==> src/design/atc_pkg.sv <==
// Shared constants and types for the four-channel arrival-time capture block.
package atc_pkg;

    localparam int TIME_W     = 32;
    localparam int LIMIT_W    = 16;
    localparam int HOLD_W     = LIMIT_W + 1;
    localparam int COUNT_W    = 8;
    localparam int CFG_IDX_W  = 2;
    localparam int CFG_DATA_W = 16;

    localparam logic [COUNT_W-1:0]    COUNT_MAX          = 8'd255;
    localparam logic [COUNT_W-1:0]    ARRIVALS_TO_VALID  = 8'd4;
    localparam logic [CFG_DATA_W-1:0] WINDOW_HIGH_RESET  = 16'h09B1;
    localparam logic [CFG_DATA_W-1:0] WINDOW_LOW_RESET   = 16'h064D;
    localparam logic [LIMIT_W-1:0]    HOLDOFF_RESET      = 16'd30000;

    typedef enum logic [CFG_IDX_W-1:0] {
        CFG_WINDOW_HIGH   = 2'd0,
        CFG_WINDOW_LOW    = 2'd1,
        CFG_HOLDOFF_LIMIT = 2'd2
    } cfg_index_t;

endpackage

==> src/design/atc_if.sv <==
// Handshake channels for scans in and capture results out.
interface atc_scan_if #(
    parameter int CHANNELS    = 4,
    parameter int SAMPLE_BITS = 12
);
    logic                              valid;
    logic                              ready;
    logic [CHANNELS*SAMPLE_BITS-1:0]   sample_ch;
    logic [atc_pkg::TIME_W-1:0]        time_now;

    modport source (output valid, output sample_ch, output time_now, input ready);
    modport sink   (input valid, input sample_ch, input time_now, output ready);
endinterface

interface atc_result_if #(
    parameter int CHANNELS = 4
);
    localparam int FIRED_W = $clog2(CHANNELS + 1);

    logic                                  valid;
    logic                                  ready;
    logic [FIRED_W-1:0]                    fired_channel;
    logic                                  times_valid;
    logic [CHANNELS*atc_pkg::TIME_W-1:0]   arrival_ch;
    logic [atc_pkg::COUNT_W-1:0]           arrivals_seen;

    modport source (output valid, output fired_channel, output times_valid,
                    output arrival_ch, output arrivals_seen, input ready);
    modport sink   (input valid, input fired_channel, input times_valid,
                    input arrival_ch, input arrivals_seen, output ready);
endinterface

==> src/design/four_channel_arrival_time_capture.sv <==
// Top level of the four-channel arrival-time capture block.
//
// One scan (a sample per channel and the free-running time base) is accepted
// per clock cycle while the result side takes each result. A scan is held
// in an input register, then a single stage of window compares, a
// lowest-channel priority pick, one 32-bit elapsed-time subtract and the
// holdoff counter update produces the result, which is kept in the capture
// state registers themselves. Throughput is one scan per cycle whenever the
// result side takes each result; a stalled result holds the state and the
// input register, and at most one further scan is taken meanwhile. Arrival
// times are measured from the first trigger of a round; the fourth trigger
// of a round freezes the timer and raises times_valid. Configuration writes
// are taken at any cycle.
module four_channel_arrival_time_capture #(
    parameter int CHANNELS    = 4,
    parameter int SAMPLE_BITS = 12
) (
    input  logic                              clk,
    input  logic                              rst_n,
    input  logic                              wr_en,
    input  logic [atc_pkg::CFG_IDX_W-1:0]     wr_index,
    input  logic [atc_pkg::CFG_DATA_W-1:0]    wr_data,
    atc_scan_if.sink                          scan,
    atc_result_if.source                      result
);
    import atc_pkg::*;

    localparam int FIRED_W  = $clog2(CHANNELS + 1);
    localparam int CH_IDX_W = (CHANNELS > 1) ? $clog2(CHANNELS) : 1;

    // Configuration
    logic [SAMPLE_BITS-1:0] window_high_reg;
    logic [SAMPLE_BITS-1:0] window_low_reg;
    logic [LIMIT_W-1:0]     holdoff_limit_reg;

    // Input register
    logic                            s1_valid_reg;
    logic [CHANNELS*SAMPLE_BITS-1:0] s1_sample_reg;
    logic [TIME_W-1:0]               s1_time_reg;

    // Result and capture state
    logic                   res_valid_reg;
    logic [FIRED_W-1:0]     fired_reg;
    logic [FIRED_W-1:0]     fired_next;
    logic [COUNT_W-1:0]     arrival_count_reg;
    logic [COUNT_W-1:0]     arrival_count_next;
    logic [TIME_W-1:0]      arrival_time_reg [CHANNELS];
    logic                   valid_flag_reg;
    logic                   valid_flag_next;
    logic                   timer_running_reg;
    logic                   timer_running_next;
    logic [TIME_W-1:0]      timer_origin_reg;
    logic [TIME_W-1:0]      timer_origin_next;
    logic [TIME_W-1:0]      frozen_elapsed_reg;
    logic [TIME_W-1:0]      frozen_elapsed_next;

    logic                   advance;
    logic [CHANNELS-1:0]    outside;
    logic [CHANNELS-1:0]    past;
    logic [CHANNELS-1:0]    eligible;
    logic [CHANNELS-1:0]    clear;
    logic                   all_past_next;
    logic                   found;
    logic [CH_IDX_W-1:0]    winner;
    logic [TIME_W-1:0]      elapsed;
    logic [TIME_W-1:0]      stamp;
    logic [COUNT_W-1:0]     count_inc;
    logic                   round_done;
    logic [SAMPLE_BITS-1:0] smp;

    // Move the held scan on when the result slot is free or being emptied
    assign advance     = s1_valid_reg && (!res_valid_reg || result.ready);
    assign scan.ready  = !s1_valid_reg || advance;

    // Configuration writes
    always_ff @(posedge clk or negedge rst_n)
    begin
        if (!rst_n)
        begin
            window_high_reg   <= WINDOW_HIGH_RESET[SAMPLE_BITS-1:0];
            window_low_reg    <= WINDOW_LOW_RESET[SAMPLE_BITS-1:0];
            holdoff_limit_reg <= HOLDOFF_RESET;
        end
        else if (wr_en)
        begin
            case (cfg_index_t'(wr_index))
                CFG_WINDOW_HIGH:   window_high_reg   <= wr_data[SAMPLE_BITS-1:0];
                CFG_WINDOW_LOW:    window_low_reg    <= wr_data[SAMPLE_BITS-1:0];
                CFG_HOLDOFF_LIMIT: holdoff_limit_reg <= wr_data[LIMIT_W-1:0];
                default:           ;
            endcase
        end
    end

    // Input register
    always_ff @(posedge clk or negedge rst_n)
    begin
        if (!rst_n)
        begin
            s1_valid_reg <= 1'b0;
        end
        else if (scan.ready)
        begin
            s1_valid_reg <= scan.valid;
        end
    end

    always_ff @(posedge clk)
    begin
        if (scan.valid && scan.ready)
        begin
            s1_sample_reg <= scan.sample_ch;
            s1_time_reg   <= scan.time_now;
        end
    end

    atc_holdoff #(
        .CHANNELS (CHANNELS)
    ) u_holdoff (
        .clk           (clk),
        .rst_n         (rst_n),
        .advance       (advance),
        .clear         (clear),
        .limit         (holdoff_limit_reg),
        .past          (past),
        .all_past_next (all_past_next)
    );

    // Window test per channel
    always_comb
    begin
        smp = '0;
        for (int c = 0; c < CHANNELS; c++)
        begin
            smp        = s1_sample_reg[c*SAMPLE_BITS +: SAMPLE_BITS];
            outside[c] = (smp > window_high_reg) || (smp < window_low_reg);
        end
    end

    assign eligible = outside & past;

    // Pick the lowest numbered eligible channel
    always_comb
    begin
        found  = 1'b0;
        winner = '0;
        for (int c = CHANNELS - 1; c >= 0; c--)
        begin
            if (eligible[c])
            begin
                found  = 1'b1;
                winner = CH_IDX_W'(c);
            end
        end
        for (int c = 0; c < CHANNELS; c++)
        begin
            clear[c] = found && (winner == CH_IDX_W'(c));
        end
    end

    // Timing and round bookkeeping
    always_comb
    begin
        elapsed   = timer_running_reg ? s1_time_reg - timer_origin_reg : frozen_elapsed_reg;
        stamp     = (arrival_count_reg == '0) ? '0 : elapsed;
        count_inc = arrival_count_reg;
        if (found && arrival_count_reg != COUNT_MAX)
        begin
            count_inc = arrival_count_reg + COUNT_W'(1);
        end
        round_done = found && (count_inc == ARRIVALS_TO_VALID);

        timer_origin_next   = timer_origin_reg;
        timer_running_next  = timer_running_reg;
        frozen_elapsed_next = frozen_elapsed_reg;
        valid_flag_next     = valid_flag_reg;
        if (found)
        begin
            valid_flag_next = round_done;
            if (arrival_count_reg == '0)
            begin
                timer_origin_next  = s1_time_reg;
                timer_running_next = 1'b1;
            end
        end
        if (round_done)
        begin
            frozen_elapsed_next = stamp;
            timer_running_next  = 1'b0;
        end

        arrival_count_next = all_past_next ? '0 : count_inc;
        fired_next         = found ? FIRED_W'(winner) : FIRED_W'(CHANNELS);
    end

    // Result valid
    always_ff @(posedge clk or negedge rst_n)
    begin
        if (!rst_n)
        begin
            res_valid_reg <= 1'b0;
        end
        else if (advance)
        begin
            res_valid_reg <= 1'b1;
        end
        else if (result.ready)
        begin
            res_valid_reg <= 1'b0;
        end
    end

    // Capture state, which also forms the result
    always_ff @(posedge clk or negedge rst_n)
    begin
        if (!rst_n)
        begin
            fired_reg          <= '0;
            arrival_count_reg  <= '0;
            valid_flag_reg     <= 1'b0;
            timer_running_reg  <= 1'b0;
            timer_origin_reg   <= '0;
            frozen_elapsed_reg <= '0;
            for (int c = 0; c < CHANNELS; c++)
            begin
                arrival_time_reg[c] <= '0;
            end
        end
        else if (advance)
        begin
            fired_reg          <= fired_next;
            arrival_count_reg  <= arrival_count_next;
            valid_flag_reg     <= valid_flag_next;
            timer_running_reg  <= timer_running_next;
            timer_origin_reg   <= timer_origin_next;
            frozen_elapsed_reg <= frozen_elapsed_next;
            if (found)
            begin
                arrival_time_reg[winner] <= stamp;
            end
        end
    end

    assign result.valid         = res_valid_reg;
    assign result.fired_channel = fired_reg;
    assign result.times_valid   = valid_flag_reg;
    assign result.arrivals_seen = arrival_count_reg;

    for (genvar g = 0; g < CHANNELS; g++)
    begin : g_arrival
        assign result.arrival_ch[g*TIME_W +: TIME_W] = arrival_time_reg[g];
    end

    // A completed round has stopped the timer
    a_valid_stops_timer: assert property (
        @(posedge clk) disable iff (!rst_n)
        valid_flag_reg |-> !timer_running_reg
    ) else $error("times_valid set while the timer runs");

    // A completed round leaves the count at the round length or cleared
    a_valid_count: assert property (
        @(posedge clk) disable iff (!rst_n)
        valid_flag_reg |-> (arrival_count_reg == ARRIVALS_TO_VALID)
                        || (arrival_count_reg == '0)
    ) else $error("times_valid set with an unexpected arrival count");

    // Capture state moves only when a scan advances
    a_state_holds: assert property (
        @(posedge clk) disable iff (!rst_n)
        !advance |=> $stable(arrival_count_reg) && $stable(valid_flag_reg)
                     && $stable(fired_reg) && $stable(timer_origin_reg)
    ) else $error("capture state changed without a scan");

endmodule

==> src/design/atc_holdoff.sv <==
// Per-channel holdoff counters with saturation and the all-past-limit test.
module atc_holdoff #(
    parameter int CHANNELS = 4
) (
    input  logic                          clk,
    input  logic                          rst_n,
    input  logic                          advance,
    input  logic [CHANNELS-1:0]           clear,
    input  logic [atc_pkg::LIMIT_W-1:0]   limit,
    output logic [CHANNELS-1:0]           past,
    output logic                          all_past_next
);
    import atc_pkg::*;

    logic [HOLD_W-1:0] count_reg  [CHANNELS];
    logic [HOLD_W-1:0] count_next [CHANNELS];
    logic [HOLD_W-1:0] cap;
    logic [HOLD_W-1:0] base;

    assign cap = {1'b0, limit} + HOLD_W'(1);

    // Flag channels whose holdoff has run out
    always_comb
    begin
        for (int c = 0; c < CHANNELS; c++)
        begin
            past[c] = count_reg[c] > {1'b0, limit};
        end
    end

    // Clear the winner, then count up towards the cap
    always_comb
    begin
        base          = '0;
        all_past_next = 1'b1;
        for (int c = 0; c < CHANNELS; c++)
        begin
            base = clear[c] ? '0 : count_reg[c];
            count_next[c] = (base < cap) ? base + HOLD_W'(1) : base;
            if (count_next[c] <= {1'b0, limit})
            begin
                all_past_next = 1'b0;
            end
        end
    end

    always_ff @(posedge clk or negedge rst_n)
    begin
        if (!rst_n)
        begin
            for (int c = 0; c < CHANNELS; c++)
            begin
                count_reg[c] <= '0;
            end
        end
        else if (advance)
        begin
            for (int c = 0; c < CHANNELS; c++)
            begin
                count_reg[c] <= count_next[c];
            end
        end
    end

endmodule

==> src/flat_wrapper.sv <==
// flat-port wrapper written by rule: the top's interface ports become plain ports
module four_channel_arrival_time_capture_flat import atc_pkg::*;
#(
    parameter int CHANNELS    = 4,
    parameter int SAMPLE_BITS = 12
)
  (clk, rst_n, wr_en, wr_index, wr_data, scan_valid, scan_sample_ch, scan_time_now, scan_ready, result_valid, result_fired_channel, result_times_valid, result_arrival_ch, result_arrivals_seen, result_ready);
  atc_scan_if #(.CHANNELS(CHANNELS), .SAMPLE_BITS(SAMPLE_BITS)) scan_i ();
  atc_result_if #(.CHANNELS(CHANNELS)) result_i ();
  input  logic clk;
  input  logic rst_n;
  input  logic wr_en;
  input  logic [atc_pkg::CFG_IDX_W-1:0] wr_index;
  input  logic [atc_pkg::CFG_DATA_W-1:0] wr_data;
  input wire logic [$bits(scan_i.valid)-1:0] scan_valid;
  input wire logic [$bits(scan_i.sample_ch)-1:0] scan_sample_ch;
  input wire logic [$bits(scan_i.time_now)-1:0] scan_time_now;
  output wire logic [$bits(scan_i.ready)-1:0] scan_ready;
  output wire logic [$bits(result_i.valid)-1:0] result_valid;
  output wire logic [$bits(result_i.fired_channel)-1:0] result_fired_channel;
  output wire logic [$bits(result_i.times_valid)-1:0] result_times_valid;
  output wire logic [$bits(result_i.arrival_ch)-1:0] result_arrival_ch;
  output wire logic [$bits(result_i.arrivals_seen)-1:0] result_arrivals_seen;
  input wire logic [$bits(result_i.ready)-1:0] result_ready;
  assign scan_i.valid = scan_valid;
  assign scan_i.sample_ch = scan_sample_ch;
  assign scan_i.time_now = scan_time_now;
  assign scan_ready = scan_i.ready;
  assign result_valid = result_i.valid;
  assign result_fired_channel = result_i.fired_channel;
  assign result_times_valid = result_i.times_valid;
  assign result_arrival_ch = result_i.arrival_ch;
  assign result_arrivals_seen = result_i.arrivals_seen;
  assign result_i.ready = result_ready;
  four_channel_arrival_time_capture #(.CHANNELS(CHANNELS), .SAMPLE_BITS(SAMPLE_BITS)) u_core (.clk(clk), .rst_n(rst_n), .wr_en(wr_en), .wr_index(wr_index), .wr_data(wr_data), .scan(scan_i), .result(result_i));
endmodule
==> config.mk <==
export PLATFORM = sky130hd
export DESIGN_NAME = four_channel_arrival_time_capture_flat
export DESIGN_NICKNAME = d
export VERILOG_FILES = /design/src/design/atc_pkg.sv /design/src/design/atc_if.sv /design/src/design/four_channel_arrival_time_capture.sv /design/src/design/atc_holdoff.sv /design/src/flat_wrapper.sv
export SDC_FILE = /design/constraint.sdc
export NUM_CORES = 1
export LEC_CHECK = 0
export ABC_AREA = 1
export BUFFER_PORTS_ARGS = -buffer_cell sky130_fd_sc_hd__buf_4
export CORE_UTILIZATION = 25
export CTS_CLUSTER_SIZE = 10
export DETAILED_ROUTE_END_ITERATION = 10
export GPL_ROUTABILITY_DRIVEN = 0
export PLACE_DENSITY_LB_ADDON = 0.15
export SLEW_MARGIN = 20
export SYNTH_ARGS = -nofsm -noshare
export SYNTH_HDL_FRONTEND = slang
export SYNTH_SLANG_ARGS = --single-unit
==> constraint.sdc <==
create_clock -name clk -period 6.2 [get_ports clk]
set_input_delay 0.62 -clock clk [delete_from_list [all_inputs] [get_ports clk]]
set_output_delay 0.62 -clock clk [all_outputs]
set_load 0.05 [all_outputs]
==> metrics <==
die area ~100000 µm²; setup violators final 0; ys flop type dfrtp_1; commonest cells in the netlist nand2_1, ha_1, inv_1, dfrtp_1, o21ai_0; internal power ~8700 µW; worst setup path class flip-flop to flip-flop; initial antenna violation count 1; Peak VDD IR 0.000215 V; reg2reg setup slack 0.14 ns; relative slew slack 30.6%; Routed Antenna Nets 0; global-route wire length before repair 136000 µm; cell area after synthesis approximately 25000 µm²; Synth area leader dfrtp_1; Worst EP required 6.71 ns; RSZ-0062 raised after global routing yes; number of flops mapped to enable cells by yosys 80; TritonCTS clock tree done; Power, Total 16600 µW; switching share of total power 47.4%; layout cells sized above 1 25.8%; Root Buffer clkbuf_16; vias post-DR 22312; R2R depth 38; initial drt markers about 1300; crit share post-route 97.7%; CP peak stage delay between 0.5 and 0.6 ns; GR Util All Layers roughly 17%; DRC Markers 0; Clk Latency, worst-skew pair 0.63 ns; run status finished clean; Die X 321 µm; count leader, synth nand2_1; register area ~10000 µm²; max reg flops 128; vias per cell 4.43; highest fanout seen on the critical path 8; synthesized net count ~3500; diode count 0; Inserted Clock Buffers 52; FF+latch count, synth 395; std cell rows 116; number of max-cap violations 0; Initial Util 25.4%; largest net degree at the start of global routing 114; Synth Instances 3067; Clock Sinks between 300 and 400; DP Cell Count 4908; Clock power frac ~18%; vias in the first global route between 20000 and 25000; Tightest Pin Transition just over 1 ns; Port Buf Inserts 244; top cells by area, synth dfrtp_1, ha_1, nand2_1; grt total ovfl 0; Seq/Total Area, Yosys between 40 and 50%; core area roughly 100000 µm²; P_sw 7870 µW; combinational share of power 57.8%; r2r endpoint u_core.result.arrivals_seen[5]; Net count, final 4063; minimum clock period slightly above 6 ns; slowest CP cell or4_4; Layout Cells excl Fill 5032; syn avg cell area 8.30 µm²; CP Capture Type flip-flop; Seq pwr share 24.0%; fillers around 11000; multi-input logic area 14500 µm²; area delta synth->final 34.7%; R2R Path Start u_core.holdoff_limit_reg[8]; Startpoint Class flip-flop; Max Clk Rate 165 MHz; WP data arrival 6.56 ns; Clock Skews 0.0366 ns; synth warn 0; Leak 0.0168 µW; worst min path class primary input to asynchronous set/reset pin; Fin. Hold Viols 0; pwr dens 484 nW/µm²; Async SR Flop Fraction 79.7%; Slew Limit Fails 0; Die Y approximately 320 µm; Ports 245; Clk pin slew, worst setup/hold paths 0.06 ns; Distinct cells, synth 65; CTS Buffer Depth 3; H-Tree Depth 2; Post-Route WL 90600 µm; DRT Pass-1 Iters 5; area share of the largest cell type after synthesis 29.1%; dpl hpwl 69800 µm; Routed WL per cell 18.0 µm
==> how the worst max path moves through the flow <==
stage	startpoint	to	slack [ns]	cells after the start
detailed placement	u_core.window_high_reg[11]	u_core.result.arrivals_seen[2]	-0.25	44
finish	u_core.holdoff_limit_reg[8]	u_core.result.arrivals_seen[5]	0.14	38
floorplan	u_core.holdoff_limit_reg[8]	u_core.result.arrivals_seen[4]	0.69	43
CTS	u_core.window_high_reg[11]	u_core.result.arrivals_seen[2]	0.02	41
global placement	u_core.window_high_reg[11]	u_core.result.arrivals_seen[2]	-0.24	38
global route	u_core.window_high_reg[11]	u_core.result.arrivals_seen[2]	-0.20	39
==> cell type report <==
class	instances	area share, %
Clock buffer	79	4.38
Clock inverter	13	0.547
Inverter	327	3.68
Multi-Input combinational cell	2267	42.2
Sequential cell	395	30.1
Tap cell	1357	4.95
Timing Repair Buffer	594	14.2
==> placed cells by master, fill, tap and decap left out, types with 15 or more instances in the layout <==
| master | instances |
|---|---|
| nand3_1 | 80 |
| edfxtp_1 | 80 |
| nor2_2 | 37 |
| xor2_1 | 74 |
| nor2_1 | 222 |
| o21ai_1 | 69 |
| xnor2_1 | 15 |
| nor3_1 | 25 |
| buf_4 | 557 |
| nor2_4 | 17 |
| nand2_1 | 724 |
| nand4_1 | 47 |
| inv_2 | 28 |
| clkbuf_1 | 17 |
| buf_12 | 22 |
| inv_1 | 286 |
| o21ai_0 | 242 |
| dfstp_2 | 19 |
| dfrtp_1 | 296 |
| ha_1 | 298 |
| a21oi_1 | 177 |
| ha_4 | 24 |
| nand2_2 | 40 |
| clkbuf_16 | 57 |
==> metal layers <==
metal	share of wire [%]	global-route usage, %
met5	0.0088	0
met4	1.9	4.00
met3	3.8	2.38
met2	45	27.9
met1	49	24.4
==> power by group through the flow <==
stage | clock [µW] | sequential [µW] | combinational [µW]
floorplan | 0 | 5140 | 4160
global placement | 0 | 4000 | 9070
detailed placement | 0 | 4010 | 9070
CTS | 3160 | 3970 | 9140
global route | 3240 | 4070 | 10600
finish | 3030 | 3980 | 9590
==> metrics by stage <==
stage          hold slack [ns]  setup TNS (ns)  utilization, %  setup slack (ns)  cell area (µm²)
6_report                0.0856               0            34.1             0.145            34300
5_1_grt                  0.127           -1.47            34.1            -0.201            34300
4_1_cts                 0.0939               0            32.9            0.0156            33100
3_5_place_dp             0.466           -1.97            31.1            -0.255            31300
3_3_place_gp             0.468           -1.87            31.1            -0.236            31300
2_1_floorplan            0.324               0               -             0.694            25500
==> what timing repair did <==
action,CTS,global route
endpoints found under the hold margin,0,0
endpoints found under the setup margin,8,8
buffers inserted,4,22
hold buffers,0,0
pin swaps,0,68
cloned,0,6
resized for setup,15,203
==> critical path, delay by kind of cell, from the launching register on <==
kind | cells | cell delay, ns
buf+inv | 6 | 0.72
simple gates | 21 | 2.82
flops | 1 | 0.55
xor+xnor | 1 | 0.17
fa+ha+maj | 3 | 0.84
compound gates | 7 | 0.85
==> logic make-up (layout without fill, tap and decap cells) <==
family,count (synthesis),after routing,share of synthesized area (%)
simple gates,1270,1270,21.7
fa+ha+maj,323,323,15.9
xor+xnor,103,103,3.63
compound gates,570,570,11.9
flops,395,395,40.5
mux,1,1,0.0442
buf+inv,405,1013,6.32
Power figures use the tool's default switching activity.
